File: src/hw/rtl/sfr_pkg.sv
// ----------------------------------------------------------------------------
// sfr_pkg: shared types and constants for the stream find/replace core
// Record format passed from the classifier to the emitter, register indexes
// and fixed field widths.
// ----------------------------------------------------------------------------
package sfr_pkg;

   localparam int BYTE_W     = 8;
   localparam int EMIT_MAX   = 8;                      // most bytes one input can cause
   localparam int DATA_W     = EMIT_MAX * BYTE_W;      // 64-bit pattern/replacement words
   localparam int COUNT_W    = 4;                      // 0..EMIT_MAX
   localparam int IDX_W      = 3;                      // 0..EMIT_MAX-1
   localparam int TALLY_W    = 16;
   localparam int LEN_W      = 4;
   localparam int CSR_ADDR_W = 4;
   localparam int QUEUE_DEPTH = 2;

   typedef enum logic [CSR_ADDR_W-1:0] {
      CSR_PATTERN_BYTES  = 4'd0,
      CSR_PATTERN_LENGTH = 4'd1,
      CSR_REPLACE_BYTES  = 4'd2,
      CSR_REPLACE_LENGTH = 4'd3
   } csr_index_type;

   // One classified input word: up to EMIT_MAX bytes to send, in order
   typedef struct packed {
      logic [DATA_W-1:0]  data;     // byte 0 in bits 7..0
      logic [COUNT_W-1:0] cnt;      // bytes to send; zero only on an empty end
      logic               str_end;  // closes the string
      logic [TALLY_W-1:0] tally;    // replacement count including this word
   } rec_type;

endpackage

File: src/hw/rtl/sfr_if.sv
// ----------------------------------------------------------------------------
// sfr_req_if / sfr_rsp_if: valid/ready channels of the find/replace core
// Input channel carries source bytes, result channel the rewritten stream.
// ----------------------------------------------------------------------------
interface sfr_req_if;
   logic                        valid;
   logic                        ready;
   logic [sfr_pkg::BYTE_W-1:0]  in_byte;
   logic                        in_end;

   modport source (output valid, output in_byte, output in_end, input ready);
   modport sink   (input valid, input in_byte, input in_end, output ready);
endinterface

interface sfr_rsp_if;
   logic                        valid;
   logic                        ready;
   logic [sfr_pkg::BYTE_W-1:0]  out_byte;
   logic                        byte_valid;
   logic                        run_last;
   logic                        string_done;
   logic [sfr_pkg::TALLY_W-1:0] replace_total;

   modport source (output valid, output out_byte, output byte_valid, output run_last,
                   output string_done, output replace_total, input ready);
   modport sink   (input valid, input out_byte, input byte_valid, input run_last,
                   input string_done, input replace_total, output ready);
endinterface

File: src/hw/rtl/sfr_front.sv
// ----------------------------------------------------------------------------
// sfr_front: window, pattern compare and record build
// Holds the configuration, inserts each input byte into the pending window,
// compares against the pattern and issues one record per word with output.
// ----------------------------------------------------------------------------
module sfr_front #(
   parameter int MAX_PATTERN = 8,
   parameter int MAX_REPLACE = 8
) (
   input  logic                             clock,
   input  logic                             reset,
   sfr_req_if.sink                          req_if,
   input  logic                             csr_we,
   input  logic [sfr_pkg::CSR_ADDR_W-1:0]   csr_addr,
   input  logic [sfr_pkg::DATA_W-1:0]       csr_wdata,
   output logic                             rec_valid,
   input  logic                             rec_ready,
   output sfr_pkg::rec_type                 rec
);

   localparam logic [sfr_pkg::LEN_W-1:0] MAX_P = sfr_pkg::LEN_W'(MAX_PATTERN);
   localparam logic [sfr_pkg::LEN_W-1:0] MAX_R = sfr_pkg::LEN_W'(MAX_REPLACE);
   localparam logic [sfr_pkg::TALLY_W-1:0] TALLY_SAT = '1;

   // configuration
   logic [sfr_pkg::DATA_W-1:0]  pat_ff, rep_ff;
   logic [sfr_pkg::LEN_W-1:0]   plen_ff, rlen_ff;

   // state
   logic [sfr_pkg::BYTE_W-1:0]  win_ff [MAX_PATTERN];
   logic [sfr_pkg::BYTE_W-1:0]  win_in [MAX_PATTERN];
   logic [sfr_pkg::LEN_W-1:0]   fill_ff, fill_in;
   logic [sfr_pkg::TALLY_W-1:0] tally_ff, tally_in;

   logic [sfr_pkg::BYTE_W-1:0]  w_new [MAX_PATTERN];
   logic [sfr_pkg::LEN_W-1:0]   plen, rlen, fillc, fill_next;
   logic [sfr_pkg::TALLY_W-1:0] tally_new;
   logic                        accept, full, hit;

   assign plen = (plen_ff == '0) ? sfr_pkg::LEN_W'(1) : ((plen_ff > MAX_P) ? MAX_P : plen_ff);
   assign rlen = (rlen_ff > MAX_R) ? MAX_R : rlen_ff;

   assign req_if.ready = rec_ready;
   assign accept       = req_if.valid && rec_ready;

   always_comb begin
      fillc = (fill_ff >= plen) ? plen - sfr_pkg::LEN_W'(1) : fill_ff;
      fill_next = fillc + sfr_pkg::LEN_W'(1);
      full = (fill_next == plen);
      hit  = 1'b1;
      for (int i = 0; i < MAX_PATTERN; i++) begin
         w_new[i] = (sfr_pkg::LEN_W'(i) == fillc) ? req_if.in_byte : win_ff[i];
         if (sfr_pkg::LEN_W'(i) < plen &&
             w_new[i] != pat_ff[i*sfr_pkg::BYTE_W +: sfr_pkg::BYTE_W]) begin
            hit = 1'b0;
         end
      end
      hit = hit && full;
      tally_new = (hit && tally_ff != TALLY_SAT) ? tally_ff + sfr_pkg::TALLY_W'(1) : tally_ff;

      // record
      rec.data    = '0;
      rec.str_end = req_if.in_end;
      rec.tally   = tally_new;
      for (int i = 0; i < MAX_PATTERN; i++) begin
         rec.data[i*sfr_pkg::BYTE_W +: sfr_pkg::BYTE_W] = w_new[i];
      end
      if (hit) begin
         rec.data = rep_ff;
         rec.cnt  = rlen;
      end else if (full) begin
         // oldest byte goes out; at end the rest of the window follows it
         rec.cnt = req_if.in_end ? plen : sfr_pkg::COUNT_W'(1);
      end else begin
         rec.cnt = req_if.in_end ? fill_next : '0;
      end
      rec_valid = accept && (rec.cnt != '0 || req_if.in_end);

      // next state
      win_in   = w_new;
      fill_in  = fill_ff;
      tally_in = tally_ff;
      if (accept) begin
         tally_in = tally_new;
         if (hit) begin
            fill_in = '0;
         end else if (full) begin
            for (int i = 0; i < MAX_PATTERN - 1; i++) begin
               win_in[i] = w_new[i+1];
            end
            fill_in = plen - sfr_pkg::LEN_W'(1);
         end else begin
            fill_in = fill_next;
         end
         if (req_if.in_end) begin
            fill_in  = '0;
            tally_in = '0;
         end
      end
      if (csr_we && csr_addr == sfr_pkg::CSR_PATTERN_LENGTH) begin
         fill_in  = '0;
         tally_in = '0;
      end
   end

   always_ff @(posedge clock) begin
      if (accept) begin
         win_ff <= win_in;
      end
   end

   always_ff @(posedge clock) begin
      if (reset) begin
         fill_ff  <= '0;
         tally_ff <= '0;
         pat_ff   <= '0;
         plen_ff  <= sfr_pkg::LEN_W'(1);
         rep_ff   <= '0;
         rlen_ff  <= '0;
      end else begin
         fill_ff  <= fill_in;
         tally_ff <= tally_in;
         if (csr_we) begin
            case (csr_addr)
               sfr_pkg::CSR_PATTERN_BYTES:  pat_ff  <= csr_wdata;
               sfr_pkg::CSR_PATTERN_LENGTH: plen_ff <= csr_wdata[sfr_pkg::LEN_W-1:0];
               sfr_pkg::CSR_REPLACE_BYTES:  rep_ff  <= csr_wdata;
               sfr_pkg::CSR_REPLACE_LENGTH: rlen_ff <= csr_wdata[sfr_pkg::LEN_W-1:0];
               default: ;
            endcase
         end
      end
   end

endmodule

File: src/hw/rtl/sfr_queue.sv
// ----------------------------------------------------------------------------
// sfr_queue: two-entry record queue
// Decouples the classifier from the emitter so each may stall on its own.
// ----------------------------------------------------------------------------
module sfr_queue (
   input  logic             clock,
   input  logic             reset,
   input  logic             push_valid,
   output logic             push_ready,
   input  sfr_pkg::rec_type push_rec,
   output logic             pop_valid,
   input  logic             pop_ready,
   output sfr_pkg::rec_type pop_rec
);

   localparam int PTR_W = $clog2(sfr_pkg::QUEUE_DEPTH);
   localparam int CNT_W = $clog2(sfr_pkg::QUEUE_DEPTH + 1);

   sfr_pkg::rec_type  mem_ff [sfr_pkg::QUEUE_DEPTH];
   logic [PTR_W-1:0]  wr_ff, wr_in, rd_ff, rd_in;
   logic [CNT_W-1:0]  cnt_ff, cnt_in;
   logic              do_push, do_pop;

   assign push_ready = (cnt_ff != CNT_W'(sfr_pkg::QUEUE_DEPTH));
   assign pop_valid  = (cnt_ff != '0);
   assign pop_rec    = mem_ff[rd_ff];
   assign do_push    = push_valid && push_ready;
   assign do_pop     = pop_valid && pop_ready;

   always_comb begin
      wr_in  = do_push ? wr_ff + PTR_W'(1) : wr_ff;
      rd_in  = do_pop  ? rd_ff + PTR_W'(1) : rd_ff;
      cnt_in = cnt_ff;
      if (do_push && !do_pop) begin
         cnt_in = cnt_ff + CNT_W'(1);
      end else if (do_pop && !do_push) begin
         cnt_in = cnt_ff - CNT_W'(1);
      end
   end

   always_ff @(posedge clock) begin
      if (do_push) begin
         mem_ff[wr_ff] <= push_rec;
      end
   end

   always_ff @(posedge clock) begin
      if (reset) begin
         wr_ff  <= '0;
         rd_ff  <= '0;
         cnt_ff <= '0;
      end else begin
         wr_ff  <= wr_in;
         rd_ff  <= rd_in;
         cnt_ff <= cnt_in;
      end
   end

endmodule

File: src/hw/rtl/sfr_back.sv
// ----------------------------------------------------------------------------
// sfr_back: record serialiser
// Walks the head record, one byte per unstalled cycle, into a result register.
// ----------------------------------------------------------------------------
module sfr_back (
   input  logic             clock,
   input  logic             reset,
   input  logic             rec_valid,
   output logic             rec_pop,
   input  sfr_pkg::rec_type rec,
   sfr_rsp_if.source        rsp_if
);

   logic [sfr_pkg::IDX_W-1:0]   idx_ff, idx_in;
   logic                        vld_ff;
   logic [sfr_pkg::BYTE_W-1:0]  byte_ff, byte_in;
   logic                        bval_ff, last_ff, done_ff;
   logic [sfr_pkg::TALLY_W-1:0] tot_ff;
   logic                        load, last;

   assign load = rec_valid && (!vld_ff || rsp_if.ready);
   assign last = (rec.cnt == '0) ||
                 (sfr_pkg::COUNT_W'(idx_ff) + sfr_pkg::COUNT_W'(1) == rec.cnt);
   assign rec_pop = load && last;

   always_comb begin
      byte_in = rec.data[idx_ff*sfr_pkg::BYTE_W +: sfr_pkg::BYTE_W];
      if (rec.cnt == '0) begin
         byte_in = '0;
      end
      idx_in = idx_ff;
      if (load) begin
         idx_in = last ? '0 : idx_ff + sfr_pkg::IDX_W'(1);
      end
   end

   always_ff @(posedge clock) begin
      if (load) begin
         byte_ff <= byte_in;
         bval_ff <= (rec.cnt != '0);
         last_ff <= last;
         done_ff <= last && rec.str_end;
         tot_ff  <= rec.tally;
      end
   end

   always_ff @(posedge clock) begin
      if (reset) begin
         idx_ff <= '0;
         vld_ff <= 1'b0;
      end else begin
         idx_ff <= idx_in;
         if (load) begin
            vld_ff <= 1'b1;
         end else if (rsp_if.ready) begin
            vld_ff <= 1'b0;
         end
      end
   end

   assign rsp_if.valid         = vld_ff;
   assign rsp_if.out_byte      = byte_ff;
   assign rsp_if.byte_valid    = bval_ff;
   assign rsp_if.run_last      = last_ff;
   assign rsp_if.string_done   = done_ff;
   assign rsp_if.replace_total = tot_ff;

endmodule

File: src/hw/rtl/stream_find_replace_core.sv
// ----------------------------------------------------------------------------
// stream_find_replace_core: streaming find-and-replace over a byte string
// Classifier, two-record queue and byte serialiser behind valid/ready ports.
// ----------------------------------------------------------------------------
// Takes one source byte a cycle and rewrites the string on the fly: every
// leftmost, non-overlapping occurrence of the pattern (1..MAX_PATTERN bytes)
// becomes the replacement (0..MAX_REPLACE bytes, zero deletes). Each word on
// the result channel carries one byte; run_last closes the results of one
// input word and string_done closes the string, with replace_total giving the
// saturating replacement count. An end word with nothing left to send gives
// one result with byte_valid low. Input bytes enter at one per cycle unless
// req is backpressured. The serialiser sends one registered result per cycle
// while rsp is ready and stays busy until an input word's results are out;
// the two-record queue in front of it backpressures req while a replacement
// or end flush drains, or rsp stalls. Write the registers only while
// the core is idle; writing pattern_length drops pending bytes and the count.
// ----------------------------------------------------------------------------
module stream_find_replace_core #(
   parameter int MAX_PATTERN = 8,
   parameter int MAX_REPLACE = 8
) (
   input  logic                           clock,
   input  logic                           reset,
   sfr_req_if.sink                        req_if,
   sfr_rsp_if.source                      rsp_if,
   input  logic                           csr_we,
   input  logic [sfr_pkg::CSR_ADDR_W-1:0] csr_addr,
   input  logic [sfr_pkg::DATA_W-1:0]     csr_wdata
);

   // front to queue
   logic             f_valid, f_ready;
   sfr_pkg::rec_type f_rec;
   // queue to back
   logic             b_valid, b_pop;
   sfr_pkg::rec_type b_rec;

   // window, compare, configuration
   sfr_front #(
      .MAX_PATTERN (MAX_PATTERN),
      .MAX_REPLACE (MAX_REPLACE)
   ) u_front (
      .clock     (clock),
      .reset     (reset),
      .req_if    (req_if),
      .csr_we    (csr_we),
      .csr_addr  (csr_addr),
      .csr_wdata (csr_wdata),
      .rec_valid (f_valid),
      .rec_ready (f_ready),
      .rec       (f_rec)
   );

   // decoupling queue
   sfr_queue u_queue (
      .clock      (clock),
      .reset      (reset),
      .push_valid (f_valid),
      .push_ready (f_ready),
      .push_rec   (f_rec),
      .pop_valid  (b_valid),
      .pop_ready  (b_pop),
      .pop_rec    (b_rec)
   );

   // serialiser and result register
   sfr_back u_back (
      .clock     (clock),
      .reset     (reset),
      .rec_valid (b_valid),
      .rec_pop   (b_pop),
      .rec       (b_rec),
      .rsp_if    (rsp_if)
   );

`ifndef SYNTHESIS
   // end of string always closes the run of its input word
   a_done_last: assert property (@(posedge clock) disable iff (reset)
      rsp_if.valid && rsp_if.string_done |-> rsp_if.run_last)
      else $error("string_done without run_last");

   // an empty result only ever closes a string, and carries a zero byte
   a_empty_end: assert property (@(posedge clock) disable iff (reset)
      rsp_if.valid && !rsp_if.byte_valid |->
         rsp_if.string_done && rsp_if.out_byte == '0)
      else $error("empty result outside end of string");

   // a record with no bytes is only issued for an end word
   a_rec_empty: assert property (@(posedge clock) disable iff (reset)
      f_valid && f_rec.cnt == '0 |-> f_rec.str_end)
      else $error("empty record issued mid-string");
`endif

endmodule

File: src/flat_wrapper.sv
// flat-port wrapper written by rule: the top's interface ports become plain ports
module stream_find_replace_core_flat 
#(
   parameter int MAX_PATTERN = 8,
   parameter int MAX_REPLACE = 8
)
  (clock, reset, csr_we, csr_addr, csr_wdata, req_if_valid, req_if_in_byte, req_if_in_end, req_if_ready, rsp_if_valid, rsp_if_out_byte, rsp_if_byte_valid, rsp_if_run_last, rsp_if_string_done, rsp_if_replace_total, rsp_if_ready);
  sfr_req_if req_if_i ();
  sfr_rsp_if rsp_if_i ();
  input  logic clock;
  input  logic reset;
  input  logic csr_we;
  input  logic [sfr_pkg::CSR_ADDR_W-1:0] csr_addr;
  input  logic [sfr_pkg::DATA_W-1:0] csr_wdata;
  input wire logic [$bits(req_if_i.valid)-1:0] req_if_valid;
  input wire logic [$bits(req_if_i.in_byte)-1:0] req_if_in_byte;
  input wire logic [$bits(req_if_i.in_end)-1:0] req_if_in_end;
  output wire logic [$bits(req_if_i.ready)-1:0] req_if_ready;
  output wire logic [$bits(rsp_if_i.valid)-1:0] rsp_if_valid;
  output wire logic [$bits(rsp_if_i.out_byte)-1:0] rsp_if_out_byte;
  output wire logic [$bits(rsp_if_i.byte_valid)-1:0] rsp_if_byte_valid;
  output wire logic [$bits(rsp_if_i.run_last)-1:0] rsp_if_run_last;
  output wire logic [$bits(rsp_if_i.string_done)-1:0] rsp_if_string_done;
  output wire logic [$bits(rsp_if_i.replace_total)-1:0] rsp_if_replace_total;
  input wire logic [$bits(rsp_if_i.ready)-1:0] rsp_if_ready;
  assign req_if_i.valid = req_if_valid;
  assign req_if_i.in_byte = req_if_in_byte;
  assign req_if_i.in_end = req_if_in_end;
  assign req_if_ready = req_if_i.ready;
  assign rsp_if_valid = rsp_if_i.valid;
  assign rsp_if_out_byte = rsp_if_i.out_byte;
  assign rsp_if_byte_valid = rsp_if_i.byte_valid;
  assign rsp_if_run_last = rsp_if_i.run_last;
  assign rsp_if_string_done = rsp_if_i.string_done;
  assign rsp_if_replace_total = rsp_if_i.replace_total;
  assign rsp_if_i.ready = rsp_if_ready;
  stream_find_replace_core #(.MAX_PATTERN(MAX_PATTERN), .MAX_REPLACE(MAX_REPLACE)) u_core (.clock(clock), .reset(reset), .req_if(req_if_i), .rsp_if(rsp_if_i), .csr_we(csr_we), .csr_addr(csr_addr), .csr_wdata(csr_wdata));
endmodule
File: config.mk
export PLATFORM = sky130hd
export DESIGN_NAME = stream_find_replace_core_flat
export DESIGN_NICKNAME = d
export VERILOG_FILES = /design/src/hw/rtl/sfr_pkg.sv /design/src/hw/rtl/sfr_if.sv /design/src/hw/rtl/sfr_front.sv /design/src/hw/rtl/sfr_queue.sv /design/src/hw/rtl/sfr_back.sv /design/src/hw/rtl/stream_find_replace_core.sv /design/src/flat_wrapper.sv
export SDC_FILE = /design/constraint.sdc
export NUM_CORES = 1
export LEC_CHECK = 0
export ABC_AREA = 0
export ABC_CLOCK_PERIOD_IN_PS = 13020
export BUFFER_PORTS_ARGS = -buffer_cell sky130_fd_sc_hd__buf_2
export CAP_MARGIN = 30
export CORE_MARGIN = 2
export CORE_UTILIZATION = 60
export DETAILED_ROUTE_END_ITERATION = 7
export PLACE_DENSITY = 0.9
export SLEW_MARGIN = 5
export SYNTH_ARGS = -nofsm -noshare
export SYNTH_HDL_FRONTEND = slang
export SYNTH_SLANG_ARGS = --single-unit
File: constraint.sdc
create_clock -name clock -period 13.02 [get_ports clock]
set_input_delay 1.302 -clock clock [delete_from_list [all_inputs] [get_ports clock]]
set_output_delay 1.302 -clock clock [all_outputs]
set_load 0.1 [all_outputs]
==> flow_summary.ini, run 1 <==
[timing]
final_hold_viol_count = 0
post-route-period-util_pct = 56.7
fmax_ghz = 0.135
worst_clock_skew_ns = 0.0241
relSlewSlack_pct = 27.9
setup_viol_count_final = 0
setup_tns_ns = 0
maxSlewViolCount = 0
fin_crit_ns = 7.39
rsz0062_at_grt = false
worst_pin_slew_ns = 1.07
hold_ws_ns = 0.459

[flow_run]
max-cap-violations = 0

[grt]
first_global_vias = 16914
grt_pass1_wl_mm = 97.6
overflow = 0
grt_use_total_pct = 35.1
antenna_found_initial = 1
grt_max_degree = 81

[setup_path]
cpPeakStageDelay_ns = 0.85
crit_fanout = 56
required_ns = 13.20
slowest_stage = nor2b_4
worstPathCellList = clkinv_1 -> o21ai_1 -> inv_1 -> ha_1 -> nor2b_1 -> o21a_1 -> nor2_1 -> a41o_1 -> nor3_1 -> o21ai_0 -> a2111oi_4 -> a31oi_2 -> nor2_4 -> a311oi_2 -> nor2b_4 -> buf_4
critPathArrivalTime_ns = 7.56
path_class = register to register
startpoint_type = register
crit_path_end_kind = register

[floorplan]
die-height_um = 191
core_um2 = 34500
start_util_pct = 60.7
die-width_um = 191
io_pins = 111
dieArea_um2 = 36400
rows = 68

[yosys]
synth_area_um2 = 20900
synth-edff-count = 261
syn-num-nets = 2140
synth_top_family_by_area = simple AND/OR/NAND/NOR gates
synthMuxAreaShare_pct = 7.21
synth-compound-area-share_pct = 14.9
synth_top_area_share_pct = 37.5
synthXorXnorAreaFrac_pct = 4.86
synthCells = 2048
synth_area_per_cell_um2 = 10.2
ys_async_sr_fraction_pct = 0
seq_area_frac_synth_pct = 53.3
yosys.area_share.simple_pct = 15.5
synth_seq_cells = 426
ys_top_cells_by_area = edfxtp_1, dfxtp_1, nand2_1
synth_top_flop_cell = edfxtp_1
yosysWarningCount = 0
synth_top_area_cell = edfxtp_1
synthDistinctLibCells = 92
synth_fa_ha_area_share_pct = 0.598

[power]
p_per_area_nw_per_um2 = 192
peakVddDrop_v = 0.000289
clock_power_share_pct = 29.8
p_comb_share_pct = 27.2
power.total_w = 0.00446
internal_power_w = 0.00290
switchingPower_w = 0.00156
seqPwrFrac_pct = 43.0
sw_frac_of_total_pct = 35.1
leakagePower_nw = 8.04

[clock_tree]
clk_pin_slew_ns = 0.06
cts_root_buf = clkbuf_16
postCtsSetupBuffers = 0
clock-sinks = 426
cts.hold.buffers_added = 0
cts_tree = yes
post_cts_resized = 0
clk_latency_ns = 0.56
clockBufferDepth = 3
cts_buffers = 44
h-tree-depth = 2

[final_layout]
final_cell_mix = nand2_1, edfxtp_1, a21oi_1
instances_no_fill = 2578
final_common_cell = nand2_1
drive_above_1_share_pct = 16.5
syn_to_final_growth_pct = 11.2
fill_cells = 2369
final_util_pct = 67.5
nets = 2178

[outcome]
status = finished, violations left
violations = DRC

[route]
antenna_left = 0
drtPass1Iterations = 8
drt-total-wl_mm = 63.7
drc = 1
first_iter_violations = 2576
drt-vias-per-instance = 6.83
vias = 17613
wl_per_cell_um = 24.7

[placed_design]
placed_cells = 2495
io_buffers = 110
dp.final_hpwl_mm = 41.3
gp_congestion = 1.00

[hold_path]
min_path_type = register to register
sequential cells by signal (all words and copies together), names as in the netlist, named ones only:
signal and flops:
u_core.u_front.tally_ff 16, u_core.u_front.win_ff 64, u_core.u_back.rsp_if.replace_total 16, u_core.u_front.pat_ff 64, u_core.u_front.plen_ff 4, u_core.u_back.rsp_if.string_done 1
u_core.u_front.rlen_ff 4, u_core.u_queue.rd_ff 1, u_core.u_front.rep_ff 64, u_core.u_back.idx_ff 3, u_core.u_queue.wr_ff 1, u_core.u_queue.mem_ff 170
u_core.u_back.rsp_if.byte_valid 1, u_core.u_front.fill_ff 4, u_core.u_back.rsp_if.out_byte 8, u_core.u_back.rsp_if.valid 1, u_core.u_queue.cnt_ff 2, u_core.u_back.rsp_if.run_last 1
power by group through the flow:
stage / clock network, W / logic [W] / registers, W
final: 0.00133 / 0.00121 / 0.00192
after CTS: 0.00133 / 0.00119 / 0.00191
after detailed placement: 0 / 0.00117 / 0.00193
after global routing: 0.00138 / 0.00126 / 0.00193
after floorplan: 0 / 0.000591 / 0.00219
after global placement: 0 / 0.00114 / 0.00191
worst max-delay path: cells and delay by family (launching register included):
kind,cells,cell delay [ns]
simple gates,5,1.92
compound gates,7,2.97
buf+inv,3,1.29
fa+ha+maj,1,0.24
flops,1,0.52
kinds of logic (layout without fill, tap and decap cells):
family                   after synthesis  count (layout)
AND/OR/NAND/NOR                      720             720
adder cells (fa/ha/maj)               10              10
multiplexers                         125             125
XOR/XNOR                             116             116
buffers and inverters                189             263
other                                  0               1
AO/OA/AOI/OAI                        462             462
flip-flops                           426             426
cell type report:
| class | count | area [um^2] | share of cell area (%) |
|---|---|---|---|
| Clock buffer | 63 | 1350 | 5.81 |
| Tap cell | 455 | 569 | 2.45 |
| Inverter | 46 | 173 | 0.742 |
| Antenna cell | 1 | 2.50 | 0.0108 |
| Clock inverter | 19 | 195 | 0.839 |
| Multi-Input combinational cell | 1433 | 9050 | 38.9 |
| Sequential cell | 426 | 11100 | 47.9 |
| Timing Repair Buffer | 135 | 781 | 3.36 |
path summary, 6_finish.rpt:
| check | endpoint | from | cells past startpoint | slack [ns] |
|---|---|---|---|---|
| min reg2reg | u_core.u_front.rep_ff[58] | u_core.u_front.rep_ff[58] | 2 | 0.46 |
| max reg2reg | u_core.u_queue.mem_ff[0][12] | u_core.u_front.plen_ff[3] | 16 | 5.63 |
| min | u_core.u_front.rep_ff[58] | u_core.u_front.rep_ff[58] | 2 | 0.46 |
| max | u_core.u_queue.mem_ff[0][12] | u_core.u_front.plen_ff[3] | 16 | 5.63 |
through the flow:
stage / worst slack [ns] / cell area (um^2)
finish: 5.63 / 23300
global route: 5.34 / 23300
CTS: 5.85 / 23300
detailed placement: 5.94 / 21700
global placement: 6.03 / 21600
floorplan: 4.85 / 20900
routing by layer:
metal / part of all wire [%] / global-route usage, % / vias up
met3: 13 / 7.60 / 334
met2: 45 / 54.3 / 1487
li1: - / - / 7517
met5: 0 / 0 / -
met1: 35 / 45.6 / 8275
met4: 6.4 / 20.4 / 0
synthesized netlist by cell type, types with 5 or more instances:
master and n:
nand2_1 390, edfxtp_1 261, a21oi_1 195, dfxtp_1 165
nor2_1 114, clkbuf_1 111, mux2i_1 72, o21ai_0 72
xnor2_1 67, o221a_2 49, xor2_1 49, nand3_1 47
inv_1 42, or3_1 33, mux2_2 32, nor3_1 24
o22ai_1 19, buf_2 18, o221ai_1 18, mux4_2 16
nand4_1 15, nand2b_1 14, nor2b_1 14, o21a_1 14
a31oi_1 12, nor4_1 11, a211oi_1 10, ha_1 10
buf_1 8, or2_2 8, and2_1 6, and3_1 6
a222oi_1 5, nor4b_1 5, o211ai_1 5, or4_1 5
(Power assumes the default switching activity.)
==> inputs of run 2 (changes only) <==
Settings changed: ABC_CLOCK_PERIOD_IN_PS 13020 to 6120, CORE_UTILIZATION 60 to 56, PLACE_DENSITY 0.9 to 0.89.
Clock period 13.02 ns to 6.12 ns, I/O delays scaled along.
==> run 2 against run 1 <==
The flow now finishes without violations. Critical endpoint is now u_core.u_queue.mem_ff[0][46]. First-iteration DRC count rose by 5.4%. Clock power rose by 95%. Critical path depth rose by 2. Highest routed layer is now met5. Largest power group unchanged. Sequential share of layout area barely moved. Clock skew rose by 0.016 ns.
==> flow_summary.ini, run 2 (same netlist as run 1, synthesis figures left out) <==
[clock_tree]
h-tree-depth = 2
cts_tree = yes
cts_root_buf = clkbuf_16
cts_buffers = 42
clockBufferDepth = 3
clk_latency_ns = 0.57
clock-sinks = 426
clk_pin_slew_ns = 0.07
postCtsSetupBuffers = 0

[timing]
fin_crit_ns = 5.67
worst_pin_slew_ns = 0.990
rsz0062_at_grt = false
relSlewSlack_pct = 33.1
setup_viol_count_final = 0
setup_tns_ns = 0
fmax_ghz = 0.176
post-route-period-util_pct = 92.6
final_hold_viol_count = 0
maxSlewViolCount = 0
worst_clock_skew_ns = 0.0397

[setup_path]
path_class = register to register
crit_fanout = 85
startpoint_type = register
crit_path_end_kind = register
required_ns = 6.30
critPathLaunch = u_core.u_front.plen_ff[3]
critPathArrivalTime_ns = 5.84
r2r-start = u_core.u_front.plen_ff[3]

[grt]
first_global_vias = 16476
grt_use_total_pct = 32.1
grt_pass1_wl_mm = 95.9
overflow = 0
grt_max_degree = 123
antenna_found_initial = 2

[outcome]
status = finished, final reports clean

[final_layout]
largest_register = u_core.u_queue.mem_ff
syn_to_final_growth_pct = 11.3
nets = 2191
final_common_cell = nand2_1
diodes = 0
final_cell_mix = nand2_1, edfxtp_1, a21oi_1
instances_no_fill = 2599
drive_above_1_share_pct = 16.9
largest_reg_flops = 170

[floorplan]
start_util_pct = 57.0
dieArea_um2 = 38900
die-height_um = 197
core_um2 = 36700
rows = 70
die-width_um = 197
io_pins = 111

[route]
first_iter_violations = 2715
drt-vias-per-instance = 6.75
drtPass1Iterations = 7
drt-total-wl_mm = 63.8
antenna_left = 0
drc = 0
wl_per_cell_um = 24.6
vias = 17535

[power]
leakagePower_nw = 8.03
peakVddDrop_v = 0.000250
internal_power_w = 0.00597
p_comb_share_pct = 28.1
clock_power_share_pct = 27.9
switchingPower_w = 0.00329
sw_frac_of_total_pct = 35.5
seqPwrFrac_pct = 43.9
p_per_area_nw_per_um2 = 398

[placed_design]
gp_congestion = 1.03
placed_cells = 2521
dp.final_hpwl_mm = 42.8
io_buffers = 110

[hold_path]
holdCritStartpoint = csr_wdata[34]
min_path_type = primary input to register

[flow_run]
max-cap-violations = 0
run 2: changes by cell type in the layout (fill, tap and decap cells not counted), moves of 3 or more:
cell       previous run  this run
buf_4                23        34
and2_2                1         4
buf_12                1         4
clkbuf_16            49        46
clkbuf_8              7         4
clkinv_1              5         8
clkinv_2              9         6
run 2: metrics by stage:
step                      cell area (um^2)  hold slack [ns]  worst slack, ns  power [W]  util, %
after global placement               21800            0.443            0.393    0.00650     59.5
after floorplan                      20900            0.434            0.505    0.00591        -
after detailed placement             21900            0.448            0.201    0.00662     59.6
after global routing                 23300            0.301            0.123    0.00951     63.4
final                                23300            0.292            0.452    0.00926     63.4
after CTS                            23200            0.286            0.198    0.00917     63.3
run 2: repair_timing:
item / CTS / global route
hold buffers: 0 / 0
hold endpoints to repair: 0 / 0
resized for setup: 0 / 7
setup endpoints to repair: 0 / 221
run 2: power by group through the flow:
stage / Combinational [W] / Clock (W) / Sequential (W)
5_1_grt: 0.00272 / 0.00270 / 0.00409
6_report: 0.00260 / 0.00259 / 0.00407
4_1_cts: 0.00255 / 0.00259 / 0.00404
3_3_place_gp: 0.00242 / 0 / 0.00407
2_1_floorplan: 0.00126 / 0 / 0.00465
3_5_place_dp: 0.00252 / 0 / 0.00410
run 2: cell type report:
class / instances / area (um^2)
Fill cell: 2686 / 13400
Timing Repair Buffer: 148 / 908
Clock buffer: 58 / 1240
Multi-Input combinational cell: 1435 / 9090
Clock inverter: 18 / 135
Sequential cell: 426 / 11100
Tap cell: 468 / 586
Inverter: 46 / 173
run 2: metal layers:
layer	share of wire [%]	GRT usage, %
met1	36	42.8
met2	45	50.3
met3	14	8.08
met4	5.1	13.6
met5	0.019	0
run 2: path summary, 6_finish.rpt:
path / end / slack, ns / cells past startpoint
setup / recovery: u_core.u_queue.mem_ff[0][46] / 0.45 / 18
hold / removal: u_core.u_front.pat_ff[34] / 0.29 / 3
setup reg to reg: u_core.u_queue.mem_ff[0][46] / 0.45 / 18
hold reg to reg: u_core.u_front.rep_ff[2] / 0.46 / 2
run 2: worst max-delay path, stage by stage, from the launching register on:
cell and delay (ns):
dfxtp_1 0.55, clkinv_1 0.29, o21ai_2 0.21, inv_1 0.15, ha_1 0.22, nor2b_1 0.14, o21a_1 0.33, nor2_1 0.20
a41o_1 0.53, buf_4 0.27, nor3_1 0.08, o21ai_0 0.22, buf_4 0.19, a2111oi_4 0.05, a31oi_2 0.46, nor2_4 0.10
a311oi_2 0.57, nor2b_4 0.28, buf_12 0.38
